--- src/otsc_pkg.sv ---
// Shared types, constants and arithmetic helpers of the octant-table sine/cosine block.
package otsc_pkg;

    // Field formats
    localparam int ANGLE_W         = 24;
    localparam int ANGLE_FRAC_BITS = 16;
    localparam int OUT_W           = 16;
    localparam int OUT_FRAC_BITS   = 15;

    // Working precision of the reduced angle and the coefficients
    localparam int WORK_BITS = 30;
    localparam int R_W       = 32;
    localparam int ACC_W     = 64;

    // Octant estimate: angle * (4/pi), 4/pi held with K_BITS fraction bits
    localparam int K_BITS = 24;
    localparam int K_W    = 26;
    localparam int PROD_W = ANGLE_W + K_W;
    localparam int M_SH   = ANGLE_FRAC_BITS + K_BITS;
    localparam int M_W    = PROD_W - M_SH;
    localparam int MP_W   = M_W + R_W;
    localparam int OCT_W  = 3;

    // Final rounding shift from 2*WORK_BITS fraction bits down to the output
    localparam int FIN_SH = 2 * WORK_BITS - OUT_FRAC_BITS;

    // Decoupling queue between front and back
    localparam int Q_DEPTH = 4;
    localparam int PTR_W   = $clog2(Q_DEPTH);
    localparam int CNT_W   = $clog2(Q_DEPTH + 1);

    typedef logic signed [R_W-1:0]    work_t;
    typedef logic signed [ACC_W-1:0]  acc_t;
    typedef logic signed [PROD_W-1:0] prod_t;
    typedef logic signed [MP_W-1:0]   mp_t;
    typedef logic signed [OUT_W-1:0]  out_t;

    // Constants, all with WORK_BITS fraction bits unless noted
    localparam logic signed [K_W-1:0] FOUR_OVER_PI = 26'sh145F306;
    localparam work_t PI_OVER_4  = 32'sh3243F6A9;
    localparam work_t COEF_A0    = 32'sh3FFDE7C0;
    localparam work_t COEF_A1    = -32'sh1F963A40;
    localparam work_t COEF_B0    = 32'sh3FFEFDC0;
    localparam work_t COEF_B1    = -32'sh0A907430;
    localparam work_t ROOT_HALF  = 32'sh2D413CC0;
    localparam acc_t  OUT_LIMIT  = 64'sd32767;
    localparam logic [OCT_W-1:0] SIN_OCT_OFS = 3'd6;

    // Reduced angle and octant handed from front to back
    typedef struct packed {
        work_t            rem;
        logic [OCT_W-1:0] oct;
    } otsc_red_t;

    // v * cos(k*pi/4); v_root is v * cos(pi/4) already formed
    function automatic acc_t rot_term(input work_t v, input acc_t v_root,
                                      input logic [OCT_W-1:0] k);
        acc_t v_one;
        acc_t res;
        v_one = acc_t'(v) <<< WORK_BITS;
        case (k)
            3'd0:    res = v_one;
            3'd1:    res = v_root;
            3'd2:    res = '0;
            3'd3:    res = -v_root;
            3'd4:    res = -v_one;
            3'd5:    res = -v_root;
            3'd6:    res = '0;
            3'd7:    res = v_root;
            default: res = '0;
        endcase
        return res;
    endfunction

    // Round half up to the output format and clamp symmetric
    function automatic out_t finish(input acc_t acc);
        acc_t v;
        out_t res;
        v = (acc + (acc_t'(1) <<< (FIN_SH - 1))) >>> FIN_SH;
        if (v > OUT_LIMIT)
            res = out_t'(OUT_LIMIT);
        else if (v < -OUT_LIMIT)
            res = out_t'(-OUT_LIMIT);
        else
            res = out_t'(v);
        return res;
    endfunction

endpackage

--- src/otsc_queue.sv ---
// Short queue that decouples the front and back pipelines.
module otsc_queue (
    input  logic                clk,
    input  logic                rst_n,
    input  logic                in_valid,
    output logic                in_ready,
    input  otsc_pkg::otsc_red_t in_item,
    output logic                out_valid,
    input  logic                out_ready,
    output otsc_pkg::otsc_red_t out_item
);
    import otsc_pkg::*;

    otsc_red_t        mem_reg [Q_DEPTH];
    logic [PTR_W-1:0] wr_ptr_reg, wr_ptr_next;
    logic [PTR_W-1:0] rd_ptr_reg, rd_ptr_next;
    logic [CNT_W-1:0] count_reg, count_next;
    logic             push;
    logic             pop;

    assign in_ready  = (count_reg != CNT_W'(Q_DEPTH));
    assign out_valid = (count_reg != '0);
    assign out_item  = mem_reg[rd_ptr_reg];
    assign push      = in_valid && in_ready;
    assign pop       = out_valid && out_ready;

    // Pointer and fill bookkeeping
    always_comb
    begin
        wr_ptr_next = push ? wr_ptr_reg + PTR_W'(1) : wr_ptr_reg;
        rd_ptr_next = pop ? rd_ptr_reg + PTR_W'(1) : rd_ptr_reg;
        count_next  = count_reg;
        if (push && !pop)
            count_next = count_reg + CNT_W'(1);
        else if (pop && !push)
            count_next = count_reg - CNT_W'(1);
    end

    always_ff @(posedge clk or negedge rst_n)
    begin
        if (!rst_n)
        begin
            wr_ptr_reg <= '0;
            rd_ptr_reg <= '0;
            count_reg  <= '0;
        end
        else
        begin
            wr_ptr_reg <= wr_ptr_next;
            rd_ptr_reg <= rd_ptr_next;
            count_reg  <= count_next;
        end
    end

    // Entry storage
    always_ff @(posedge clk)
    begin
        if (push)
            mem_reg[wr_ptr_reg] <= in_item;
    end

    // Fill never exceeds the depth
    a_count_bound: assert property (@(posedge clk) disable iff (!rst_n)
        count_reg <= CNT_W'(Q_DEPTH))
        else $error("queue fill above depth");

    // A lone push raises the fill by one
    a_push_count: assert property (@(posedge clk) disable iff (!rst_n)
        (push && !pop) |=> (count_reg == $past(count_reg) + CNT_W'(1)))
        else $error("queue fill did not follow push");

endmodule

--- config.mk ---
export PLATFORM = sky130hd
export DESIGN_NAME = otsc_queue
export DESIGN_NICKNAME = d
export VERILOG_FILES = /design/src/otsc_pkg.sv /design/src/otsc_queue.sv
export SDC_FILE = /design/constraint.sdc
export NUM_CORES = 1
export LEC_CHECK = 0
export BUFFER_PORTS_ARGS = -buffer_cell sky130_fd_sc_hd__buf_2
export CORE_AREA = 2 2 139 141
export DETAILED_ROUTE_END_ITERATION = 6
export DIE_AREA = 0 0 141 143
export GPL_TIMING_DRIVEN = 0
export PLACE_DENSITY_LB_ADDON = 0.3
export SYNTH_ARGS = -nofsm -noshare
export SYNTH_HDL_FRONTEND = slang
export SYNTH_SLANG_ARGS = --single-unit
--- constraint.sdc ---
create_clock -name clk -period 4.25 [get_ports clk]
set_clock_uncertainty 0.15 [all_clocks]
set_input_delay 0.6375 -clock clk [delete_from_list [all_inputs] [get_ports clk]]
set_output_delay 0.6375 -clock clk [all_outputs]
set_load 0.02 [all_outputs]
Yosys cells after proc, flatten, opt, wreduce, memory -nomap -nowiden. Memories as Yosys holds them, arrays and structs flattened. Index checks and enable logic that the tools add are counted. Widths: inputs -> output; s select.

Memories: 1. Bits in registers: 7. RAM bits: 140.

Mux-type cells: 4. $add $sub $neg: 4. Eq/ne operators: 1. Reductions and logical operators: 8.

Memories: mem_reg (depth 4, bits a word 35, read ports 1, clocked after memory_dff 0, wr ports 1, RTL line otsc_queue.sv:14) `otsc_red_t mem_reg [Q_DEPTH];`.

Operators by type and width (count): $mux 3 (2); $add 2x1->2 const B (2); $logic_and 1x1->1 (4); $add 3x1->3 const B (1); $ne 3x3->1 const B (1); $reduce_bool 3->1 (1); $sub 3x1->3 const B (1); $logic_not 1->1 (2); $mux 1 (2); $reduce_bool 2->1 (1).

Longest topological paths before layout.
Depth after elaboration: 6. Depth in mapped cells: 8. Mapped depth without buffers: 8.

Worst setup path after synthesis. No wires, ideal clock.

Kind: in2reg. From: input port in_valid. To: memory mem_reg[0][0] (netlist bit) (enable). Slack: 1.907 ns. Cell stages on the path: 2. Data arrival time: 1.798 ns. Cell sequence: a21boi_2 and2_1.

Longest elaborated chain between the ends: 3.

Ends and longest elaborated chain: start: declaration (RTL line otsc_queue.sv:5) `input logic in_valid,`; $logic_and 1x1->1 (RTL line otsc_queue.sv:24) `assign push = in_valid && in_ready;`; $mux 1 (RTL line otsc_queue.sv:58) `if (push)`; $mux 1 (not written as such) (RTL line otsc_queue.sv:59) `mem_reg[wr_ptr_reg] <= in_item;`; end: declaration (RTL line otsc_queue.sv:14).

Every way passes these cells.

==> results_dict.tcl <==
set metrics [dict create \
    start_kind "register" \
    synth_seq_cells 147 \
    reg2reg_depth 8 \
    route.detailed.drc 0 \
    io_buffers 75 \
    tightest_slew_ps 631 \
    cp.required_ps 3460 \
    io_pins 76 \
    holdWs_ps 295 \
    outcome "finished clean" \
    cts_tree "built" \
    yosysWarnings 0 \
    crit_fanout 10 \
    grt_max_degree 24 \
    crit_arrival_ps 1850 \
    area_delta_synth_final_pct 23.1 \
    die_h_um 143 \
    synth_sequential_area_ratio_pct 79.4 \
    root_buffer "clkbuf_16" \
    cts_max_level 4 \
    fillers 1721 \
    die_w_um 141 \
    leakage_nw 2.35 \
    synth.distinct_cells 19 \
    fin_ws_ps 1610 \
    drv_slew 0 \
    rsz0062_at_grt "false" \
    largest_register_ffs 140 \
    stdcell_area_um2 6790 \
    gp_routability_congestion 0.617 \
    cts.path.max_buffers 2 \
    powerDensity_nw_per_um2 721 \
    rows 50 \
    slew_headroom_pct 58.0 \
    wirelength_um 10100 \
    pre_cts_ws_ps 1870 \
    hpwl_um 6330 \
    finalHoldViolCount 0 \
    fmax_mhz 379 \
    worst_setup_path_end_kind "primary output" \
    clock_sinks 147 \
    syn_nets 263 \
    grt_first_pass_wirelength_um 15500 \
    design_power_total_mw 4.90 \
    dr.first_iter.drc_count 164 \
    fin_util_pct 36.6 \
    fin_crit_sh_pct 62.0 \
    post-route-min-period_ps 2640 \
    drv_cap 0 \
    avgSynthCellArea_um2 25.3 \
    dr.pass1.iters 4 \
    reg2reg_setup_slack_ps 1930 \
    insertion_delay_ps 410 \
    grt_pass1_vias 2711 \
    antenna_cells 0 \
    synth_cells 218 \
    stdcell_count 564 \
    setup-tns-final_ps 0 \
    post_cts_buffers 0 \
    die_area_um2 20200 \
    grt_usage_pct 10.7 \
    post_drt_wl_per_cell_um 17.9 \
    setup_viol 0 \
    hold_path_depth 1 \
    hp-class "in2reg" \
    vias 2495 \
    syn_area_um2 5520 \
    layout.nets 362 \
    path_clk_slew_ps 60 \
    viasPerCell 4.42 \
    dp.cells 531 \
    antenna_found_initial 0 \
    vdd_drop_max_mv 0.328 \
    detail-route-antenna-nets 0 \
    core_region_area_um2 18600 \
    drive_gt1_share_pct 44.2 \
    initial_utilization_pct 29.7 \
    postPlaceCellArea_um2 6280 \
    cts_made_buffers 17 \
    gr-total-overflow 0 \
    critPathKind "reg2out" \
]
path summary, 6_finish.rpt:
path / from / end
max reg2reg: count_reg[1] / count_reg[2]
max: rd_ptr_reg[1] / out_item[5]
min: in_item[12] / mem_reg[1][12]
min in group asynchronous: rst_n / count_reg[0]
min reg2reg: count_reg[2] / count_reg[2]
max in group asynchronous: rst_n / wr_ptr_reg[1]
cell families (layout without fill, tap and decap cells):
family / after synthesis / after routing / share of synthesized area, %
AOI/OAI and AO/OA: 1 / 1 / 0.204
DFF: 147 / 147 / 79.4
adders and majority gates: 6 / 6 / 1.50
xor gates and xnor gates: 6 / 6 / 0.953
buffers and inverters: 11 / 123 / 1.86
muxes: 37 / 37 / 15.2
and+or+nand+nor: 10 / 10 / 0.930
critical path: stages, from the launching register on:
cell and delay, ps:
dfrtp_1 310, buf_2 240, buf_2 340, mux4_2 370, buf_2 180
what timing repair did:
item                                   CTS  global route
setup endpoints to repair                0             0
endpoints found under the hold margin    7             0
gates resized for setup                  0             0
hold buffers                             1             0
final cells by class:
class / count / area (µm²) / share of cell area, %
sequential: 147 / 4380 / 64.5
inverter: 3 / 11.3 / 0.166
multi-input combinational: 60 / 1040 / 15.3
tap: 234 / 293 / 4.31
timing repair buffer: 80 / 473 / 6.96
clock buffer: 21 / 440 / 6.48
buffer: 8 / 91.3 / 1.34
clock inverter: 11 / 65.1 / 0.958
cell usage in the layout (no fill, tap or decap):
cell	n
buf_12	6
edfxtp_1	140
clkinv_1	4
clkinv_2	2
dfrtp_1	7
a21boi_2	1
nand2_1	2
clkinvlp_4	3
buf_2	79
mux4_2	28
buf_6	1
clkbuf_1	4
nand3_1	1
dlygate4sd3_1	1
or3_1	1
xnor2_1	4
and2_2	4
buf_16	1
xor2_1	2
mux2_2	2
inv_1	3
clkinv_4	2
fa_1	1
mux4_1	7
ha_1	5
nor2_1	2
clkbuf_16	17
Yosys cell counts:
master | number | area share [%]
xor2_1 | 2 | 0.32
nand2_1 | 2 | 0.14
buf_2 | 4 | 0.36
ha_1 | 5 | 1.1
and2_1 | 4 | 0.45
or3_1 | 1 | 0.11
a21boi_2 | 1 | 0.20
mux4_2 | 28 | 11
buf_12 | 3 | 1.1
buf_6 | 1 | 0.20
fa_1 | 1 | 0.36
nand3_1 | 1 | 0.091
inv_1 | 3 | 0.20
dfrtp_1 | 7 | 3.2
nor2_1 | 2 | 0.14
edfxtp_1 | 140 | 76
xnor2_1 | 4 | 0.63
mux2_2 | 2 | 0.41
mux4_1 | 7 | 3.3
per-layer routing:
metal | up-vias | routed length [µm] | GRT usage (%)
met3 | 12 | 429 | 3.62
met4 | 0 | 142 | 3.95
met2 | 51 | 5050 | 17.9
met5 | - | 0 | 0
met1 | 1314 | 4470 | 12.8
li1 | 1118 | - | -
power breakdown:
group | switching (mW) | total, mW | leakage (nW) | internal, mW
logic | 0.926 | 1.63 | 0.750 | 0.701
registers | 0.0728 | 1.99 | 1.36 | 1.92
clock network | 0.545 | 1.28 | 0.237 | 0.736
total | 1.54 | 4.90 | 2.35 | 3.36
No activity file was read; power rests on OpenSTA's default activity.
