$ cat config.mk
export PLATFORM = sky130hd
export DESIGN_NAME = otsc_front
export DESIGN_NICKNAME = d
export VERILOG_FILES = /design/src/otsc_pkg.sv /design/src/otsc_front.sv
export SDC_FILE = /design/constraint.sdc
export NUM_CORES = 1
export LEC_CHECK = 0
export BUFFER_PORTS_ARGS = -buffer_cell sky130_fd_sc_hd__buf_2
export CAP_MARGIN = 20
export CORE_MARGIN = 2
export CORE_UTILIZATION = 40
export CTS_BUF_LIST = sky130_fd_sc_hd__clkbuf_8
export CTS_CLUSTER_DIAMETER = 30
export DETAILED_ROUTE_END_ITERATION = 6
export GPL_ROUTABILITY_DRIVEN = 0
export SYNTH_ARGS = -nofsm -noshare
export SYNTH_HDL_FRONTEND = slang
export SYNTH_SLANG_ARGS = --single-unit
$ cat constraint.sdc
create_clock -name clk -period 9.4 [get_ports clk]
set_input_delay 2.82 -clock clk [delete_from_list [all_inputs] [get_ports clk]]
set_output_delay 2.82 -clock clk [all_outputs]
set_load 0.01 [all_outputs]
$ cat src/otsc_pkg.sv
// Shared types, constants and arithmetic helpers of the octant-table sine/cosine block.
package otsc_pkg;

    // Field formats
    localparam int ANGLE_W         = 24;
    localparam int ANGLE_FRAC_BITS = 16;
    localparam int OUT_W           = 16;
    localparam int OUT_FRAC_BITS   = 15;

    // Working precision of the reduced angle and the coefficients
    localparam int WORK_BITS = 30;
    localparam int R_W       = 32;
    localparam int ACC_W     = 64;

    // Octant estimate: angle * (4/pi), 4/pi held with K_BITS fraction bits
    localparam int K_BITS = 24;
    localparam int K_W    = 26;
    localparam int PROD_W = ANGLE_W + K_W;
    localparam int M_SH   = ANGLE_FRAC_BITS + K_BITS;
    localparam int M_W    = PROD_W - M_SH;
    localparam int MP_W   = M_W + R_W;
    localparam int OCT_W  = 3;

    // Final rounding shift from 2*WORK_BITS fraction bits down to the output
    localparam int FIN_SH = 2 * WORK_BITS - OUT_FRAC_BITS;

    // Decoupling queue between front and back
    localparam int Q_DEPTH = 4;
    localparam int PTR_W   = $clog2(Q_DEPTH);
    localparam int CNT_W   = $clog2(Q_DEPTH + 1);

    typedef logic signed [R_W-1:0]    work_t;
    typedef logic signed [ACC_W-1:0]  acc_t;
    typedef logic signed [PROD_W-1:0] prod_t;
    typedef logic signed [MP_W-1:0]   mp_t;
    typedef logic signed [OUT_W-1:0]  out_t;

    // Constants, all with WORK_BITS fraction bits unless noted
    localparam logic signed [K_W-1:0] FOUR_OVER_PI = 26'sh145F306;
    localparam work_t PI_OVER_4  = 32'sh3243F6A9;
    localparam work_t COEF_A0    = 32'sh3FFDE7C0;
    localparam work_t COEF_A1    = -32'sh1F963A40;
    localparam work_t COEF_B0    = 32'sh3FFEFDC0;
    localparam work_t COEF_B1    = -32'sh0A907430;
    localparam work_t ROOT_HALF  = 32'sh2D413CC0;
    localparam acc_t  OUT_LIMIT  = 64'sd32767;
    localparam logic [OCT_W-1:0] SIN_OCT_OFS = 3'd6;

    // Reduced angle and octant handed from front to back
    typedef struct packed {
        work_t            rem;
        logic [OCT_W-1:0] oct;
    } otsc_red_t;

    // v * cos(k*pi/4); v_root is v * cos(pi/4) already formed
    function automatic acc_t rot_term(input work_t v, input acc_t v_root,
                                      input logic [OCT_W-1:0] k);
        acc_t v_one;
        acc_t res;
        v_one = acc_t'(v) <<< WORK_BITS;
        case (k)
            3'd0:    res = v_one;
            3'd1:    res = v_root;
            3'd2:    res = '0;
            3'd3:    res = -v_root;
            3'd4:    res = -v_one;
            3'd5:    res = -v_root;
            3'd6:    res = '0;
            3'd7:    res = v_root;
            default: res = '0;
        endcase
        return res;
    endfunction

    // Round half up to the output format and clamp symmetric
    function automatic out_t finish(input acc_t acc);
        acc_t v;
        out_t res;
        v = (acc + (acc_t'(1) <<< (FIN_SH - 1))) >>> FIN_SH;
        if (v > OUT_LIMIT)
            res = out_t'(OUT_LIMIT);
        else if (v < -OUT_LIMIT)
            res = out_t'(-OUT_LIMIT);
        else
            res = out_t'(v);
        return res;
    endfunction

endpackage

$ cat src/otsc_front.sv
// Front pipeline: octant estimate and range reduction of each angle.
module otsc_front (
    input  logic                              clk,
    input  logic                              rst_n,
    input  logic                              in_valid,
    output logic                              in_ready,
    input  logic signed [otsc_pkg::ANGLE_W-1:0] in_angle,
    output logic                              out_valid,
    input  logic                              out_ready,
    output otsc_pkg::otsc_red_t               out_item
);
    import otsc_pkg::*;

    logic en;

    logic                        v1_reg, v1_next;
    logic signed [ANGLE_W-1:0]   a1_reg, a1_next;
    prod_t                       p1_reg, p1_next;

    logic                        v2_reg, v2_next;
    logic signed [ANGLE_W-1:0]   a2_reg, a2_next;
    logic signed [M_W-1:0]       m2_reg, m2_next;
    mp_t                         mp2_reg, mp2_next;

    logic                        v3_reg, v3_next;
    otsc_red_t                   item3_reg, item3_next;

    prod_t                       p1_rnd;
    mp_t                         diff;

    // Whole pipe moves when the last stage is empty or drains
    assign en        = !v3_reg || out_ready;
    assign in_ready  = en;
    assign out_valid = v3_reg;
    assign out_item  = item3_reg;

    // Stage 1: angle times 4/pi
    always_comb
    begin
        v1_next = in_valid;
        a1_next = in_angle;
        p1_next = prod_t'(in_angle) * prod_t'(FOUR_OVER_PI);
    end

    // Stage 2: round to nearest octant, scale by pi/4
    always_comb
    begin
        p1_rnd   = p1_reg + (prod_t'(1) <<< (M_SH - 1));
        v2_next  = v1_reg;
        a2_next  = a1_reg;
        m2_next  = p1_rnd[PROD_W-1:M_SH];
        mp2_next = mp_t'(m2_next) * mp_t'(PI_OVER_4);
    end

    // Stage 3: remainder in work format
    always_comb
    begin
        diff            = (mp_t'(a2_reg) <<< (WORK_BITS - ANGLE_FRAC_BITS)) - mp2_reg;
        v3_next         = v2_reg;
        item3_next.rem  = diff[R_W-1:0];
        item3_next.oct  = m2_reg[OCT_W-1:0];
    end

    // Valid flags
    always_ff @(posedge clk or negedge rst_n)
    begin
        if (!rst_n)
        begin
            v1_reg <= 1'b0;
            v2_reg <= 1'b0;
            v3_reg <= 1'b0;
        end
        else if (en)
        begin
            v1_reg <= v1_next;
            v2_reg <= v2_next;
            v3_reg <= v3_next;
        end
    end

    // Payload registers
    always_ff @(posedge clk)
    begin
        if (en)
        begin
            a1_reg    <= a1_next;
            p1_reg    <= p1_next;
            a2_reg    <= a2_next;
            m2_reg    <= m2_next;
            mp2_reg   <= mp2_next;
            item3_reg <= item3_next;
        end
    end

endmodule

-- Yosys cells after proc, flatten, opt, wreduce, memory -nomap -nowiden
Index checks and enable logic that the tools add are counted.
- flip-flop bits (word level): 158
- bits of input ports: 28
- output and inout port bits: 37
- word-level logic and storage cells: 16
- add/sub/neg operators: 2
- multipliers: 2
- reductions and logical operators: 2
- operator list (operator ; number):
    adder 50 x 41 -> 50 bit (second input constant) ; 1
    multiplier 24 x 25 -> 49 bit (second input constant) ; 1
    multiplier 10 x 31 -> 32 bit (second input constant) ; 1
    subtractor 32 bit ; 1
    logical NOT 1 bit ; 1
    logical OR 1 bit ; 1

-- Longest topological paths before layout
- depth in word-level cells: 2
- mapped depth: 25

-- Worst setup path after synthesis
OpenSTA, ideal clock, no wires.
- path type: in2out
- start point: in out_ready
- end point: out in_ready
- data arrival time: 5.689 ns
- required time: 6.580 ns
- setup slack: 0.891 ns
- stages on the path: 1
- buffers on the path: 0
- cells stage by stage: nand2b_1
- cells in the longest elaborated chain, start to end: 1
- ends and longest elaborated chain (what ; RTL line ; text):
    start, declared ; otsc_front.sv:9 ; input logic out_ready,
    logical OR 1 bit ; otsc_front.sv:32 ; assign en = !v3_reg || out_ready;
    end, declared ; otsc_front.sv:6 ; output logic in_ready,
Every way passes these cells.

-- Worst setup path in the final report
- start point: in in_angle[13] (netlist name)
- end point: reg p1_reg[48] (data pin)
- cells in the longest elaborated chain, start to end: 1
- ends and longest elaborated chain (what ; RTL line ; text):
    start, declared ; otsc_front.sv:7 ; input logic signed [otsc_pkg::ANGLE_W-1:0] in_angle,
    multiplier 24 x 25 -> 49 bit ; otsc_front.sv:42 ; p1_next = prod_t'(in_angle) * prod_t'(FOUR_OVER_PI);
    named net p1_next[48] ; otsc_front.sv:18 ; prod_t p1_reg, p1_next;
    end signal, assigned ; otsc_front.sv:87 ; p1_reg <= p1_next;
    end, declared ; otsc_front.sv:18 ;
The timed path passes the listed nets, and every way through them passes these cells.
A chain may end at the register's enable or synchronous reset.

==> flow_summary.toml <==
[layout]
largest_reg_flops = 34
multi_input_area_sq_mm = 0.0126
regArea_sq_mm = 0.00347
syn_to_final_growth_pct = 8.60
drive_above_1_share_pct = 7.26
n_fill_cell = 4254
num_antenna_cells = 0
nNetsFinal = 2413

[timing]
fin_crit_ns = 8.56
grt_setup_unrepaired = "no"
setup-violations-final = 0
fin_crit_sh_pct = 91.1
hold_viol = 0
fin_tns_setup_ns = 0
slew_viol_final = 0
max_slew_margin_pct = 26.0
fin_skew_ns = 0.0201
fmax_mhz = 117
worst_pin_slew_ns = 1.11

[routing]
drt-total-wl_mm = 38.3
firstDrtPassIters = 5
drt_iter0_markers = 565
via_per_inst = 4.88
wire_per_inst_um = 16.2
vias = 11600
ant_nets = 0
drc = 0

[global_route]
grt_max_degree = 67
top_usage_layer = "met2"
antenna_found_initial = 0
use_met1_pct = 24.1
grt_use_total_pct = 17.4
grt-ovfl-total = 0
use_met2_pct = 29.5
grt_use_met3_pct = 2.14
grt_pass1_vias = 12500
grt_pass1_wl_mm = 64.0

[worst_hold_path]
hold_class = "reg2reg"
whs_endpoint = "a2_reg[15]"
min_from = "a1_reg[15]"
whs_path_depth = 0

[setup_path]
reg2reg_setup_slack_ns = 2.17
path_max_fanout = 8
endpoint_kind = "flip-flop"
worst-setup-path-type = "in2reg"
startpoint_type = "primary input"
arrival_ns = 8.76
rr_worst_depth = 23
crit_required_ns = 9.60
r2r-end = "mp2_reg[30]"
worstReg2RegStart = "p1_reg[40]"

[synth]
async_flop_share_pct = 2.59
synthFlopType = "edfxtp_1"
syn-num-nets = 2323
synth_area_per_cell_sq_um = 10.6
synth.area.top_cells = "fa_1 27%, ha_1 27%, edfxtp_1 19%"
syn-cell-area_sq_mm = 0.0178
synth_top_area_share_pct = 27.1
yosysMostFrequentCell = "inv_1"
ys_warn_count = 0
synth_common_cells = "469 x inv_1, 380 x ha_1, 241 x fa_1"
yosysSeqAreaShare_pct = 19.5
synth_seq_cells = 116
yosys.area.top_type = "fa_1"
synth_cell_types = 65
synth_cells = 1674
synth_edf_count = 113

[placed_design]
io_buffers = 64
dp_hpwl_mm = 33.2

[cts]
clock_sinks = 116
cts_made_buffers = 17
cts-root-buf = "clkbuf_8"
cts_resized = 0
cts_tree = "built"
path_clk_slew_ns = 0.08
insertion_delay_ns = 0.44
ctsHoldBuffers = 0
htreeDepth = 4
clockBufferDepth = 2
cts_setup_buffers = 0

[die]
dieWidth_um = 215
coreArea_sq_mm = 0.0441
die-area_sq_mm = 0.0462
num_io_pins = 65
start_util_pct = 40.4
row_count = 77
die_h_um = 215

[run]
maxCapViolations = 0

[run_status]
run_status = "finished, final reports clean"
-- cell families after synthesis --
family                     count (synthesis)  share of synthesized area (%)
buffers and inverters                    470                           9.93
DFF                                      116                           19.5
AOI/OAI and AO/OA                        199                           7.35
muxes                                      2                          0.126
xor gates and xnor gates                  80                           3.93
adders and majority gates                621                           53.8
and+or+nand+nor                          186                           5.39
-- worst max-delay path, cell delays in order --
cell and delay [ns]:
buf_2 0.25, fa_1 0.56, fa_1 0.53, inv_1 0.05, fa_1 0.49, inv_1 0.06, fa_1 0.56, fa_1 0.43
fa_1 0.49, inv_1 0.05, fa_1 0.48, inv_1 0.04, ha_1 0.32, nand4_2 0.16, nor4_4 0.31, nand2_2 0.06
o211ai_1 0.18, o21ba_4 0.20, o311ai_1 0.41, a21oi_1 0.14, xnor2_1 0.14
-- per-layer routing --
layer  up-vias  wire length, um
li1       5637                -
met1      5708            18400
met2       182            18300
met3        28             1170
met4         0              428
met5         -                0
-- layout by cell type (no fill, tap or decap), drive strengths merged, types with 6 or more instances in the layout --
master and instances:
nor2 53, nand3 26, inv 475, ha 380, buf 72, a21oi 65
o21bai 12, o21a 6, nand2b 6, nand2 34, nand4 13, a31oi 7
fa 241, nor3 16, a211oi 8, and3 8, xnor2 48, xor2 32
clkbuf 17, edfxtp 113, a21o 31, o21ai 32
-- worst max-delay path by stage --
stage / from / to / slack, ns
after floorplan: out_ready / in_ready / 0.89
after global placement: in_angle[6] / p1_reg[48] / 0.52
after detailed placement: in_angle[13] / p1_reg[48] / 0.39
after CTS: in_angle[13] / p1_reg[48] / 0.87
after global routing: in_angle[13] / p1_reg[48] / 0.61
final: in_angle[13] / p1_reg[48] / 0.84
-- through the flow --
step / hold slack, ns / worst slack, ns / utilization, % / instances / instance area (sq um)
2_1_floorplan: 0.400 / 0.891 / - / 1674 / 17800
6_report: 0.425 / 0.838 / 43.8 / 2369 / 19300
3_5_place_dp: 0.405 / 0.387 / 42.9 / 2337 / 18900
3_3_place_gp: 0.403 / 0.524 / 42.9 / 2337 / 18900
4_1_cts: 0.426 / 0.873 / 43.8 / 2369 / 19300
5_1_grt: 0.437 / 0.605 / 43.8 / 2369 / 19300
-- area by class of cell --
| type | count | area share (%) |
|---|---|---|
| well taps | 592 | 3.83 |
| clock buffers | 17 | 1.21 |
| flip-flops and latches | 116 | 17.9 |
| multi-input cells | 1088 | 65.0 |
| repair buffers | 72 | 1.97 |
| inverters | 469 | 9.10 |
| clock inverters | 15 | 0.912 |
Power is not shown: default switching activity piles up to over one toggle a cycle in this logic, so the estimate is an artifact.
